[config.mk]
export PLATFORM = sky130hd
export DESIGN_NAME = wia_addsub
export DESIGN_NICKNAME = d
export VERILOG_FILES = /design/src/rtl/wia_pkg.sv /design/src/rtl/wia_addsub.sv
export SDC_FILE = /design/constraint.sdc
export NUM_CORES = 1
export LEC_CHECK = 0
export ABC_AREA = 1
export BUFFER_PORTS_ARGS = -buffer_cell sky130_fd_sc_hd__buf_2
export CORE_MARGIN = 2
export CORE_UTILIZATION = 59
export CTS_CLUSTER_DIAMETER = 100
export DETAILED_ROUTE_END_ITERATION = 16
export PLACE_DENSITY = 0.85
export SLEW_MARGIN = 20
export SYNTH_ARGS = -nofsm -noshare
export SYNTH_HDL_FRONTEND = slang
export SYNTH_SLANG_ARGS = --single-unit
[constraint.sdc]
create_clock -name i_clk -period 6.2 [get_ports i_clk]
set_input_delay 0.31 -clock i_clk [delete_from_list [all_inputs] [get_ports i_clk]]
set_output_delay 0.31 -clock i_clk [all_outputs]
set_load 0.03 [all_outputs]
[src/rtl/wia_pkg.sv]
`default_nettype none
// ----------------------------------------------------------------------------
// wia_pkg
// Shared types, opcodes and helpers of the 128-bit integer ALU.
// ----------------------------------------------------------------------------
package wia_pkg;

    localparam int WORD_W  = 128;
    localparam int HALF_W  = 64;
    localparam int LIMB_W  = 32;
    localparam int SHAMT_W = 8;
    localparam int OP_W    = 3;

    typedef logic [WORD_W-1:0]  t_word;
    typedef logic [HALF_W-1:0]  t_half;
    typedef logic [OP_W-1:0]    t_opcode;
    typedef logic [SHAMT_W-1:0] t_shamt;

    // operation codes
    localparam t_opcode OP_ADD = 3'd0;
    localparam t_opcode OP_SUB = 3'd1;
    localparam t_opcode OP_MUL = 3'd2;
    localparam t_opcode OP_NEG = 3'd3;
    localparam t_opcode OP_SHL = 3'd4;
    localparam t_opcode OP_SHR = 3'd5;
    localparam t_opcode OP_SAR = 3'd6;

    // shifter command: direction, fill bit and distance
    typedef struct packed {
        logic   left;
        logic   fill;
        t_shamt amount;
    } t_shift_cmd;

    // control that travels down the pipeline with each transaction
    typedef struct packed {
        logic    valid;
        t_opcode opcode;
    } t_ctrl;

    // mirror a word end to end, turns a left shift into a right shift
    function automatic t_word bit_reverse(t_word x);
        t_word r;
        for (int k = 0; k < WORD_W; k++) begin
            r[k] = x[WORD_W-1-k];
        end
        return r;
    endfunction

endpackage
`default_nettype wire

[src/rtl/wia_addsub.sv]
`default_nettype none
// ----------------------------------------------------------------------------
// wia_addsub
// 128-bit add, subtract and negate with a delay line to the result stage.
// ----------------------------------------------------------------------------
module wia_addsub (
    input  wire logic            i_clk,
    input  wire wia_pkg::t_opcode i_opcode,
    input  wire wia_pkg::t_word   i_a,
    input  wire wia_pkg::t_word   i_b,
    output wia_pkg::t_word        o_sum
);
    import wia_pkg::*;

    t_word n_sum;
    t_word r_s2, r_s3, r_s4;

    // one adder: a+b, a+~b+1, ~a+0+1
    always_comb begin
        t_word x;
        t_word y;
        logic  cin;
        x   = (i_opcode == OP_NEG) ? ~i_a : i_a;
        cin = (i_opcode != OP_ADD);
        unique case (i_opcode)
            OP_ADD:  y = i_b;
            OP_SUB:  y = ~i_b;
            default: y = '0;
        endcase
        n_sum = x + y + WORD_W'(cin);
    end

    // align with the multiplier
    always_ff @(posedge i_clk) begin
        r_s2 <= n_sum;
        r_s3 <= r_s2;
        r_s4 <= r_s3;
    end

    assign o_sum = r_s4;

endmodule
`default_nettype wire

# Yosys cells after proc, flatten, opt, wreduce, memory -nomap -nowiden
# Index checks and enable logic that the tools add are counted.
dict set report totals {
  regBits 384
  in_bits 260
  out_inout_bits 128
  word_cells 13
}
dict set report op_classes {
  bitwise 2
  addsub 2
  mux 2
  eq_ne 2
  n_reduce_logical 2
}
# op n
set op_table {}
lappend op_table {{$not A128 Y128} 2}
lappend op_table {{$pmux W128 S2} 1}
lappend op_table {{$add A128 B1 Y128} 1}
lappend op_table {{$add A128 B128 Y128} 1}
lappend op_table {{$mux W128} 1}
lappend op_table {{$eq A3 B1 Y1 const B} 1}
lappend op_table {{$eq A3 B2 Y1 const B} 1}
lappend op_table {{$logic_not A3 Y1} 1}
lappend op_table {{$reduce_bool A3 Y1} 1}

# Longest topological paths before layout
dict set report logic_depth {
  ltp_word 4
  mapped_depth 20
  depth_no_buf 19
}

# Worst setup path after synthesis
# No wires, ideal clock.
dict set report synth_path {
  path_kind {in2reg}
  start {input i_opcode[1]}
  end {register r_s2[126]}
  stages 20
  setup_slack_ps 3018
  t_arrival_ps 3070
  setup_ps 112
  t_required_ps 6088
  path_buffers 2
  path_cell_list {nor3_1 > clkbuf_1 > buf_1 > inv_1 > fa_1 > fa_1 > nand3_1 > nand3_2 > nand2_1 > nand2_1 > nand2_1 > nand2_1 > nand2_1 > nand2_2 > nand2_1 > nand2_2 > nand2_1 > nand2_1 > nand2_1 > nand2_1}
}
dict set report synth_between {
  elab_chain_len 4
  word_cells_on_any_way 8
  classes_between {add/sub: 2; eq/ne: 2; mux: 2; reduce/logical: 2}
}
# item line_no
set synth_rtl {}
lappend synth_rtl {{start, declared} wia_addsub.sv:8} ;# input wire wia_pkg::t_opcode i_opcode,
lappend synth_rtl {{$eq A3 B1 Y1 (tied with other cells)} wia_addsub.sv:25} ;# unique case (i_opcode)
lappend synth_rtl {{$pmux W128 S2 or $mux W128 (tied branches)} {wia_addsub.sv:25, wia_addsub.sv:23}}
lappend synth_rtl {{$add A128 B128 Y128} wia_addsub.sv:30} ;# n_sum = x + y + WORD_W'(cin);
lappend synth_rtl {{$add A128 B1 Y128 *} wia_addsub.sv:30}
lappend synth_rtl {{named net n_sum[126]} wia_addsub.sv:15} ;# t_word n_sum;
lappend synth_rtl {{end signal, assigned} wia_addsub.sv:35} ;# r_s2 <= n_sum;
lappend synth_rtl {{end, declared} wia_addsub.sv:16} ;# t_word r_s2, r_s3, r_s4;
# Mark *: on every way through the listed nets, which the timed path passes. The rest lies on a longest branch.

# Worst setup path after layout
dict set report layout_path {
  start {input i_opcode[1]}
  end {register r_s2[114]}
}
# Same word-level chain as after synthesis.

==> results.cfg <==
[grt]
antenna_found_initial = 0
overflow = 0
grt_usage_pct = 39.5
grt_max_degree = 130
grt_pass1_wl_um = 127000
grt_pass1_vias = 22958

[logic_synthesis]
ys_warn_count = 0
synth-seq-cells = 384
synth_nets = 4344
synth-edff-count = 0
synthesis.area_um2 = 24300
synth_area_leaders = dfxtp_1 (32%), nand2_1 (25%), inv_1 (12%)
ys_types = 29
synth_seq_area_share_pct = 31.6
yosysTopAreaCell = dfxtp_1
synth_top_area_share_pct = 31.6
synthTopCellsByCount = nand2_1 (1,607), inv_1 (803), dfxtp_1 (384)
async_flop_share_pct = 0
synthCells = 3956
synth_most_common_cell = nand2_1
syn_avg_cell_area_um2 = 6.14
ys.flop_type = dfxtp_1

[route]
vias = 25087
drtIter0Drc = 2477
wl_per_cell_um = 17.7
first_pass_iters = 5
postRouteAntennaNets = 0
via_per_inst = 5.11
route.detailed.drc = 0
totalWireLength_um = 87100

[clocking]
insertion_delay_ps = 570
postCtsSetupBuffers = 0
cts_resized = 0
clockBufferDepth = 3
cts_max_level = 2
cts_sinks = 384
cts_inserted_buffers = 41
ctsHoldBuffers = 0
clk_pin_slew_ps = 60
clockRootBuffer = clkbuf_16
cts_tree = built

[die]
num_io_pins = 388
core_region_area_um2 = 40700
dieArea_um2 = 42800
std_cell_rows = 74
start_util_pct = 59.7
dieWidth_um = 207
fp.dieH_um = 207

[worst_setup_path]
path_class = in -> reg
cp_common_cell = nand2_1
crit_end = r_s2[114]
startpoint = i_opcode[1]
max_stage_delay_ps = 650
r2r_slack_ps = 5620
rr_endpoint = r_s3[70]
reg2regPathDepth = 0
cp-start-kind = input pin
crit_arrival_ps = 3980
path_cells = buf_2, nor2_1, nand2_4, buf_4, o21ai_0, ha_1, nand2_1, nor2_1, inv_1, nor3_1, nand2_1, nor3_1, nand2_1, nand3_1, nand2_1
crit_required_ps = 6670
cp_slowest_cell = nand2_4
cp_max_fo = 98
end_kind = flop
rr_startpoint = r_s2[70]

[run]
drv_cap = 0

[pwr]
power_density_nw_per_um2 = 278
power_leakage_nw = 16.2
ir_worst_vdd_uv = 388
p_comb_share_pct = 28.1
pwr-share-clk_pct = 30.8
p_int_mw = 5.00
switchingPower_mw = 2.81
p_seq_share_pct = 41.1
swShare_pct = 36.0

[placed_design]
place_congestion = 1.09
io_buffers = 387
placed_area_um2 = 26800
dp_slack_ps = 2280
hpwl_um = 72200

[sta]
drv_slew = 0
max_freq_mhz = 285
hold_viol_final = 0
rsz0062_at_grt = no
timing.final.crit_share_pct = 56.6
layout_min_cycle_time_ps = 3510
tns_ps = 0
maxSlewHeadroom_pct = 29.2
skew_ps = 12.2
fin_ws_ps = 2690
tightest_slew_ps = 1060
setup_viol = 0

[min_path]
hp-start = i_b[0]
hold_class = in -> reg
hold_depth = 4

[status]
status = finished, final reports clean

[finish]
drive_above_1_share_pct = 14.6
area_delta_synth_final_pct = 15.6
final_nets = 4736
stdcell_area_um2 = 28100
layout by cell type, fill, tap and decap left out, drive strengths merged:
cell type  netlist  layout
nand2         1652    1652
inv            835     841
buf             16     391
dfxtp          384     384
nor2           315     315
o21ai          133     133
xnor2          128     128
ha             126     126
nand3          109     109
a21oi           95      95
xor2            63      63
clkbuf          26      53
nor3            28      28
nand4           26      26
clkinv           4       8
o21bai           7       7
clkinvlp         0       4
and2             2       2
nor4             2       2
fa               2       2
diode            0       1
nand3b           1       1
or2              1       1
a21o             1       1
bufinv           0       1
power groups by stage:
stage               Combinational (mW)  Clock (mW)  Sequential, mW
floorplan                         1.00           0            3.54
global placement                  2.11           0            3.22
detailed placement                2.13           0            3.24
CTS                               2.14        2.42            3.20
global route                      2.34        2.51            3.24
finish                            2.19        2.41            3.21
sequential cells by signal (all words and copies together), names as in the netlist:
register  flops
o_sum       128
r_s2        128
r_s3        128
metal layers:
metal / vias to the layer above / GRT usage, % / wire, um
met5: - / 0 / 0
met4: 0 / 16.2 / 3680
met3: 210 / 8.05 / 9230
met2: 1219 / 63.0 / 38000
met1: 11223 / 52.0 / 36100
li1: 12435 / - / -
layout make-up:
class                   instances  area, um^2
multi-input cells            2691       13300
fillers                      3738       12700
flip-flops and latches        384        7690
inverters                     839        3150
repair buffers                391        1990
clock buffers                  53        1140
well taps                     532         666
clock inverters                15         143
diodes                          1        2.50
per-stage QoR:
step	hold slack (ps)	std cells	utilization (%)	power (mW)
floorplan	310	3956	-	4.54
global placement	310	4837	65.8	5.34
detailed placement	312	4837	65.8	5.37
CTS	132	4905	68.9	7.76
global route	214	4905	68.9	8.10
finish	147	4906	68.9	7.80
how the worst min path moves through the flow:
| stage | to | slack [ps] |
|---|---|---|
| global placement | o_sum[10] | 310 |
| floorplan | o_sum[0] | 310 |
| CTS | r_s2[0] | 130 |
| detailed placement | o_sum[100] | 310 |
| global route | r_s2[0] | 210 |
| finish | r_s2[0] | 150 |
critical path, delay by kind of cell:
| family | cells | cell delay, ps |
|---|---|---|
| simple gates | 10 | 2220 |
| compound gates | 1 | 140 |
| buf+inv | 3 | 650 |
| fa+ha+maj | 1 | 520 |
kinds of logic after synthesis:
logic type,share of synthesized area (%)
AND/OR/NAND/NOR,36.2
buffers and inverters,13.7
flip-flops,31.6
AO/OA/AOI/OAI,4.94
XOR/XNOR,6.88
adder cells (fa/ha/maj),6.65
(Power assumes the default switching activity.)
