**src/rtl/wia_pkg.sv**
```systemverilog
`default_nettype none
// ----------------------------------------------------------------------------
// wia_pkg
// Shared types, opcodes and helpers of the 128-bit integer ALU.
// ----------------------------------------------------------------------------
package wia_pkg;

    localparam int WORD_W  = 128;
    localparam int HALF_W  = 64;
    localparam int LIMB_W  = 32;
    localparam int SHAMT_W = 8;
    localparam int OP_W    = 3;

    typedef logic [WORD_W-1:0]  t_word;
    typedef logic [HALF_W-1:0]  t_half;
    typedef logic [OP_W-1:0]    t_opcode;
    typedef logic [SHAMT_W-1:0] t_shamt;

    // operation codes
    localparam t_opcode OP_ADD = 3'd0;
    localparam t_opcode OP_SUB = 3'd1;
    localparam t_opcode OP_MUL = 3'd2;
    localparam t_opcode OP_NEG = 3'd3;
    localparam t_opcode OP_SHL = 3'd4;
    localparam t_opcode OP_SHR = 3'd5;
    localparam t_opcode OP_SAR = 3'd6;

    // shifter command: direction, fill bit and distance
    typedef struct packed {
        logic   left;
        logic   fill;
        t_shamt amount;
    } t_shift_cmd;

    // control that travels down the pipeline with each transaction
    typedef struct packed {
        logic    valid;
        t_opcode opcode;
    } t_ctrl;

    // mirror a word end to end, turns a left shift into a right shift
    function automatic t_word bit_reverse(t_word x);
        t_word r;
        for (int k = 0; k < WORD_W; k++) begin
            r[k] = x[WORD_W-1-k];
        end
        return r;
    endfunction

endpackage
`default_nettype wire

```
**src/rtl/wia_shift.sv**
```systemverilog
`default_nettype none
// ----------------------------------------------------------------------------
// wia_shift
// Three-stage 128-bit barrel shifter for logical and arithmetic shifts.
// ----------------------------------------------------------------------------
module wia_shift (
    input  wire logic               i_clk,
    input  wire wia_pkg::t_shift_cmd i_cmd,
    input  wire wia_pkg::t_word      i_a,
    output wia_pkg::t_word           o_shifted
);
    import wia_pkg::*;

    t_shift_cmd r_cmd2, r_cmd3;
    t_word      r_s2, r_s3, r_s4;
    t_word      n_s2, n_s3, n_s4;

    // right shift by a constant distance, filling from the top
    function automatic t_word shr_fill(t_word x, logic fill, int shift_dist);
        logic [2*WORD_W-1:0] w;
        w = {{WORD_W{fill}}, x} >> shift_dist;
        return w[WORD_W-1:0];
    endfunction

    // first levels: saturation and distances 64, 32
    always_comb begin
        t_word x;
        x = i_cmd.left ? bit_reverse(i_a) : i_a;
        for (int k = 6; k >= 5; k--) begin
            if (i_cmd.amount[k]) x = shr_fill(x, i_cmd.fill, 1 << k);
        end
        if (i_cmd.amount[SHAMT_W-1]) x = {WORD_W{i_cmd.fill}};
        n_s2 = x;
    end

    // middle levels: distances 16, 8, 4
    always_comb begin
        t_word x;
        x = r_s2;
        for (int k = 4; k >= 2; k--) begin
            if (r_cmd2.amount[k]) x = shr_fill(x, r_cmd2.fill, 1 << k);
        end
        n_s3 = x;
    end

    // last levels: distances 2, 1, then undo the mirror for left shifts
    always_comb begin
        t_word x;
        x = r_s3;
        for (int k = 1; k >= 0; k--) begin
            if (r_cmd3.amount[k]) x = shr_fill(x, r_cmd3.fill, 1 << k);
        end
        n_s4 = r_cmd3.left ? bit_reverse(x) : x;
    end

    always_ff @(posedge i_clk) begin
        r_cmd2 <= i_cmd;
        r_cmd3 <= r_cmd2;
        r_s2   <= n_s2;
        r_s3   <= n_s3;
        r_s4   <= n_s4;
    end

    assign o_shifted = r_s4;

endmodule
`default_nettype wire

```
**config.mk**
```make
export PLATFORM = sky130hd
export DESIGN_NAME = wia_shift
export DESIGN_NICKNAME = d
export VERILOG_FILES = /design/src/rtl/wia_pkg.sv /design/src/rtl/wia_shift.sv
export SDC_FILE = /design/constraint.sdc
export NUM_CORES = 1
export LEC_CHECK = 0
export ABC_AREA = 0
export ABC_CLOCK_PERIOD_IN_PS = 2000
export BUFFER_PORTS_ARGS = -buffer_cell sky130_fd_sc_hd__buf_4
export CORE_ASPECT_RATIO = 0.5
export CORE_MARGIN = 5
export CORE_UTILIZATION = 31
export DETAILED_ROUTE_END_ITERATION = 12
export PLACE_DENSITY = 0.48
export SLEW_MARGIN = 20
export SYNTH_ARGS = -nofsm -noshare
export SYNTH_HDL_FRONTEND = slang
export SYNTH_SLANG_ARGS = --single-unit
```
**constraint.sdc**
```tcl
create_clock -name i_clk -period 2 [get_ports i_clk]
set_input_delay 0.4 -clock i_clk [delete_from_list [all_inputs] [get_ports i_clk]]
set_output_delay 0.4 -clock i_clk [all_outputs]
set_load 0.03 [all_outputs]
```
# [After elaboration in Yosys (flattened, before gate mapping)]
# Index checks and enable logic that the tools add are counted.
[word_totals] word_cells=19 out_inout_bits=128 input_bits=139 reg_bits=395
[classes] n_mux=10
[op_table] cell="128-bit two-way mux" count=10

# [Logic depth before layout (Yosys ltp)]
[logic_depth] word_depth=4 ltp_mapped=7

# [Worst setup path before layout]
# OpenSTA, ideal clock, no wires.
[synth_path] kind="input to register" startpoint="in i_cmd[9] (netlist bit)" endpoint="reg r_s2[10]" setup_time_ps=137 path_buffers=3 arrival_time_ps=1537 slack_ps=326 required_time_ps=1863 path_stages=6 cell_sequence="buf_2 buf_4 buf_2 mux2_2 a22oi_1 nand3_1"
[synth_between] elab_chain_cells=4
[synth_rtl] element="start: declaration" line="wia_shift.sv:8" source="input wire wia_pkg::t_shift_cmd i_cmd,"
[synth_rtl] element="128-bit two-way mux" line="wia_shift.sv:28" source="x = i_cmd.left ? bit_reverse(i_a) : i_a;"
[synth_rtl] element="128-bit two-way mux (2 in series)" line="wia_shift.sv:30" source="if (i_cmd.amount[k]) x = shr_fill(x, i_cmd.fill, 1 << k);"
[synth_rtl] element="128-bit two-way mux" line="wia_shift.sv:32" source="if (i_cmd.amount[SHAMT_W-1]) x = {WORD_W{i_cmd.fill}};"
[synth_rtl] element="net n_s2[10]" line="wia_shift.sv:16" source="t_word n_s2, n_s3, n_s4;"
[synth_rtl] element="end signal: assignment" line="wia_shift.sv:59" source="r_s2 <= n_s2;"
[synth_rtl] element="end: declaration" line="wia_shift.sv:15" source="t_word r_s2, r_s3, r_s4;"
# The timed path passes the listed nets, and every way through them passes these cells.

# [Worst setup path in the final report]
[layout_path] startpoint="reg r_cmd2[3] (netlist bit)" endpoint="reg r_s3[39]"
[layout_between] elab_chain_cells=2
[layout_rtl] element="start: declaration" line="wia_shift.sv:14" source="t_shift_cmd r_cmd2, r_cmd3;"
[layout_rtl] element="start signal: assignment" line="wia_shift.sv:57" source="r_cmd2 <= i_cmd;"
[layout_rtl] element="128-bit two-way mux (2 in series)" line="wia_shift.sv:41" source="if (r_cmd2.amount[k]) x = shr_fill(x, r_cmd2.fill, 1 << k);"
[layout_rtl] element="net n_s3[39]" line="wia_shift.sv:16"
[layout_rtl] element="end signal: assignment" line="wia_shift.sv:60" source="r_s3 <= n_s3;"
[layout_rtl] element="end: declaration" line="wia_shift.sv:15"
# The timed path passes the listed nets, and every way through them passes these cells.

==> flow_metrics.env <==
export IMPL_rows=67
export IMPL_wl_met1_um=38200
export IMPL_p_per_area_nw_per_um2=991
export IMPL_rsz0062_at_grt="no"
export IMPL_synth_top_area_share_pct=37.6
export IMPL_multi_input_area_sq_um=12300
export IMPL_routed_wl_um=74600
export IMPL_synth_ff_type="dfxtp_1"
export IMPL_switchingPower_mw=8.37
export IMPL_yosys_top_cells_area="dfxtp_1, mux4_2, mux2_2, mux2i_1, mux2_4"
export IMPL_cap_viol_max_count=0
export IMPL_path_max_fanout=33
export IMPL_synthTopCellsByCount="dfxtp_1, mux2i_1, mux2_2"
export IMPL_numPlacedInstances=2809
export IMPL_setup_viol=2
export IMPL_worst_ep_arrival_time_ps=2450
export IMPL_final_cells=2891
export IMPL_seqCellArea_sq_um=7930
export IMPL_initial_core_util_pct=31.3
export IMPL_ys_warnings_count=0
export IMPL_hold_violations=0
export IMPL_syn_area_sq_um=21000
export IMPL_post_route_util_pct=39.0
export IMPL_fin_nets=2100
export IMPL_post_route_min_period_ps=2020
export IMPL_grt_max_degree=70
export IMPL_synth_edf_count=0
export IMPL_antenna_found_initial=2
export IMPL_grt_pass1_wl_um=108000
export IMPL_cts_root_buf="clkbuf_16"
export IMPL_hpwl_um=60000
export IMPL_p_total_mw=25.9
export IMPL_fmax_mhz=496
export IMPL_dr_max_layer_used="met5"
export IMPL_synth_largest_area_cell="dfxtp_1"
export IMPL_layout_setup_ws_ps=-17.7
export IMPL_wl_met2_um=28900
export IMPL_cts_buffer_depth=3
export IMPL_clock_latency_ps=580
export IMPL_drt_iter0_drc=1288
export IMPL_io_pins=267
export IMPL_overflow=0
export IMPL_antenna_left=0
export IMPL_drive_gt1_share_pct=48.7
export IMPL_synthesis_nets=1807
export IMPL_fin_worst_skew_ps=31.0
export IMPL_slowest_stage="dfxtp_4"
export IMPL_synth_seq_cells=395
export IMPL_max_slew_margin_pct=45.3
export IMPL_whs_ps=196
export IMPL_critPathTopFamily="multiplexers"
export IMPL_async_flop_share_pct=0
export IMPL_dieArea_sq_um=73400
export IMPL_crit_buf_inv=2
export IMPL_status="complete, but fails checks"
export IMPL_path_clk_slew_ps=70
export IMPL_cts_made_buffers=41
export IMPL_clockPowerShare_pct=30.6
export IMPL_clock_sinks=395
export IMPL_p_comb_share_pct=30.4
export IMPL_dr_wl_met3_um=6020
export IMPL_crit_required_ps=2430
export IMPL_failed_checks="negative setup slack"
export IMPL_core_sq_um=67100
export IMPL_fin_crit_sh_pct=101
export IMPL_worst_pin_slew_ps=817
export IMPL_netSwitchingFraction_pct=32.3
export IMPL_grt_use_total_pct=19.7
export IMPL_avgSynthCellArea_sq_um=12.6
export IMPL_place_congestion=0.920
export IMPL_hp_class="primary input to register"
export IMPL_drtPass1Iterations=5
export IMPL_area_growth_pct=24.4
export IMPL_ir_drop_mv=0.433
export IMPL_fill_cells=6476
export IMPL_grt_pass1_vias=15500
export IMPL_crit_chain="buf_12, mux2_2, mux2i_1, buf_4, mux2i_1"
export IMPL_p_leak_nw=10.9
export IMPL_maxSlewViolCount=0
export IMPL_synthMostInstantiatedCell="dfxtp_1"
export IMPL_synth_cell_types=31
export IMPL_viasPerCell=5.18
export IMPL_wl_per_cell_um=25.8
export IMPL_fp_dieW_um=378
export IMPL_critPathKind="register to register"
export IMPL_port_buffers=266
export IMPL_synth_cells=1668
export IMPL_crit_top_cell="mux2i_1"
export IMPL_critPathLaunchType="register"
export IMPL_routed_via_count=15000
export IMPL_fp_dieH_um=194
export IMPL_cts_tree="built"
export IMPL_drc=0
export IMPL_ys_seq_area_share_pct=37.6
export IMPL_htree_levels=2
export IMPL_crit_path_end_kind="register"
export IMPL_seqPwrFrac_pct=39.0
export IMPL_setup_tns_ps=-20.9
export IMPL_slowest_delay_ps=470
export IMPL_intPower_mw=17.5
-- path summary, 6_finish.rpt --
check / slack (ps) / startpoint / endpoint / depth (start not counted)
max: -20 / r_cmd2[3]$_DFF_P_ / r_s3[39]$_DFF_P_ / 5
min: 200 / i_a[121] / r_s2[6]$_DFF_P_ / 4
max reg2reg: -20 / r_cmd2[3]$_DFF_P_ / r_s3[39]$_DFF_P_ / 5
min reg2reg: 320 / r_cmd2[1]$_DFF_P_ / r_cmd3[1]$_DFF_P_ / 0
-- logic make-up (layout without fill, tap and decap cells) --
kind of cell	Yosys count	in the layout	share of synthesized area (%)
mux	704	704	48.0
flops	395	395	37.6
simple gates	274	274	6.14
buf+inv	157	481	3.89
compound gates	138	138	4.31
other cells	0	2	0
-- final cells by class --
type	count	area share (%)
Antenna cell	2	0.0191
Clock buffer	54	4.50
Clock inverter	20	0.771
Inverter	2	0.0383
Multi-Input combinational cell	1116	47.1
Sequential cell	395	30.3
Tap cell	897	4.29
Timing Repair Buffer	405	12.9
-- power groups by stage --
stage               logic, mW  registers (mW)  clock network (mW)
floorplan                3.80            11.0                   0
global placement         7.80            10.3                   0
detailed placement       7.83            10.3                   0
CTS                      7.86            10.1                8.12
global route             8.32            10.2                8.44
finish                   7.88            10.1                7.92
-- layer usage --
layer  vias up  track usage [%]
met1      7444             31.1
li1       6899                -
met3        93             5.25
met5         -                0
met4         2             4.40
met2       546             26.2
-- metrics by stage --
| step | cell area (sq um) | worst slack (ps) |
|---|---|---|
| after CTS | 26100 | 67.7 |
| after global placement | 24700 | 62.7 |
| after global routing | 26100 | 2.74 |
| after detailed placement | 24700 | 86.7 |
| final | 26100 | -17.7 |
| after floorplan | 21000 | 326 |
-- placed cells by master (no fill, tap or decap), types with 26 or more instances in the layout --
cell	n
mux4_2	182
a22oi_1	32
nor3_1	32
o41ai_1	32
clkbuf_16	43
buf_4	372
mux2i_1	211
nand2_1	66
nor2b_1	32
mux2_2	203
dfxtp_1	389
and2_1	32
nand3_1	36
nor2_1	68
mux2_4	100
a21oi_1	42
buf_12	26
-- what timing repair did --
action	in CTS	in global routing
hold endpoints to repair	6	0
hold buffers	6	0
buffers inserted	0	0
setup endpoints to repair	0	3
gates resized for setup	0	2
-- worst reg2reg max path: cells and delay by family (launching register included) --
kind	cells	cell delay [ps]
DFF	1	470
buffers and inverters	2	470
muxes	3	930
-- state kept, by name, indices dropped and copies added, names as in the netlist --
register   count
o_shifted    128
r_cmd2         7
r_cmd3         4
r_s2         128
r_s3         128
No activity file was read; power rests on OpenSTA's default activity.
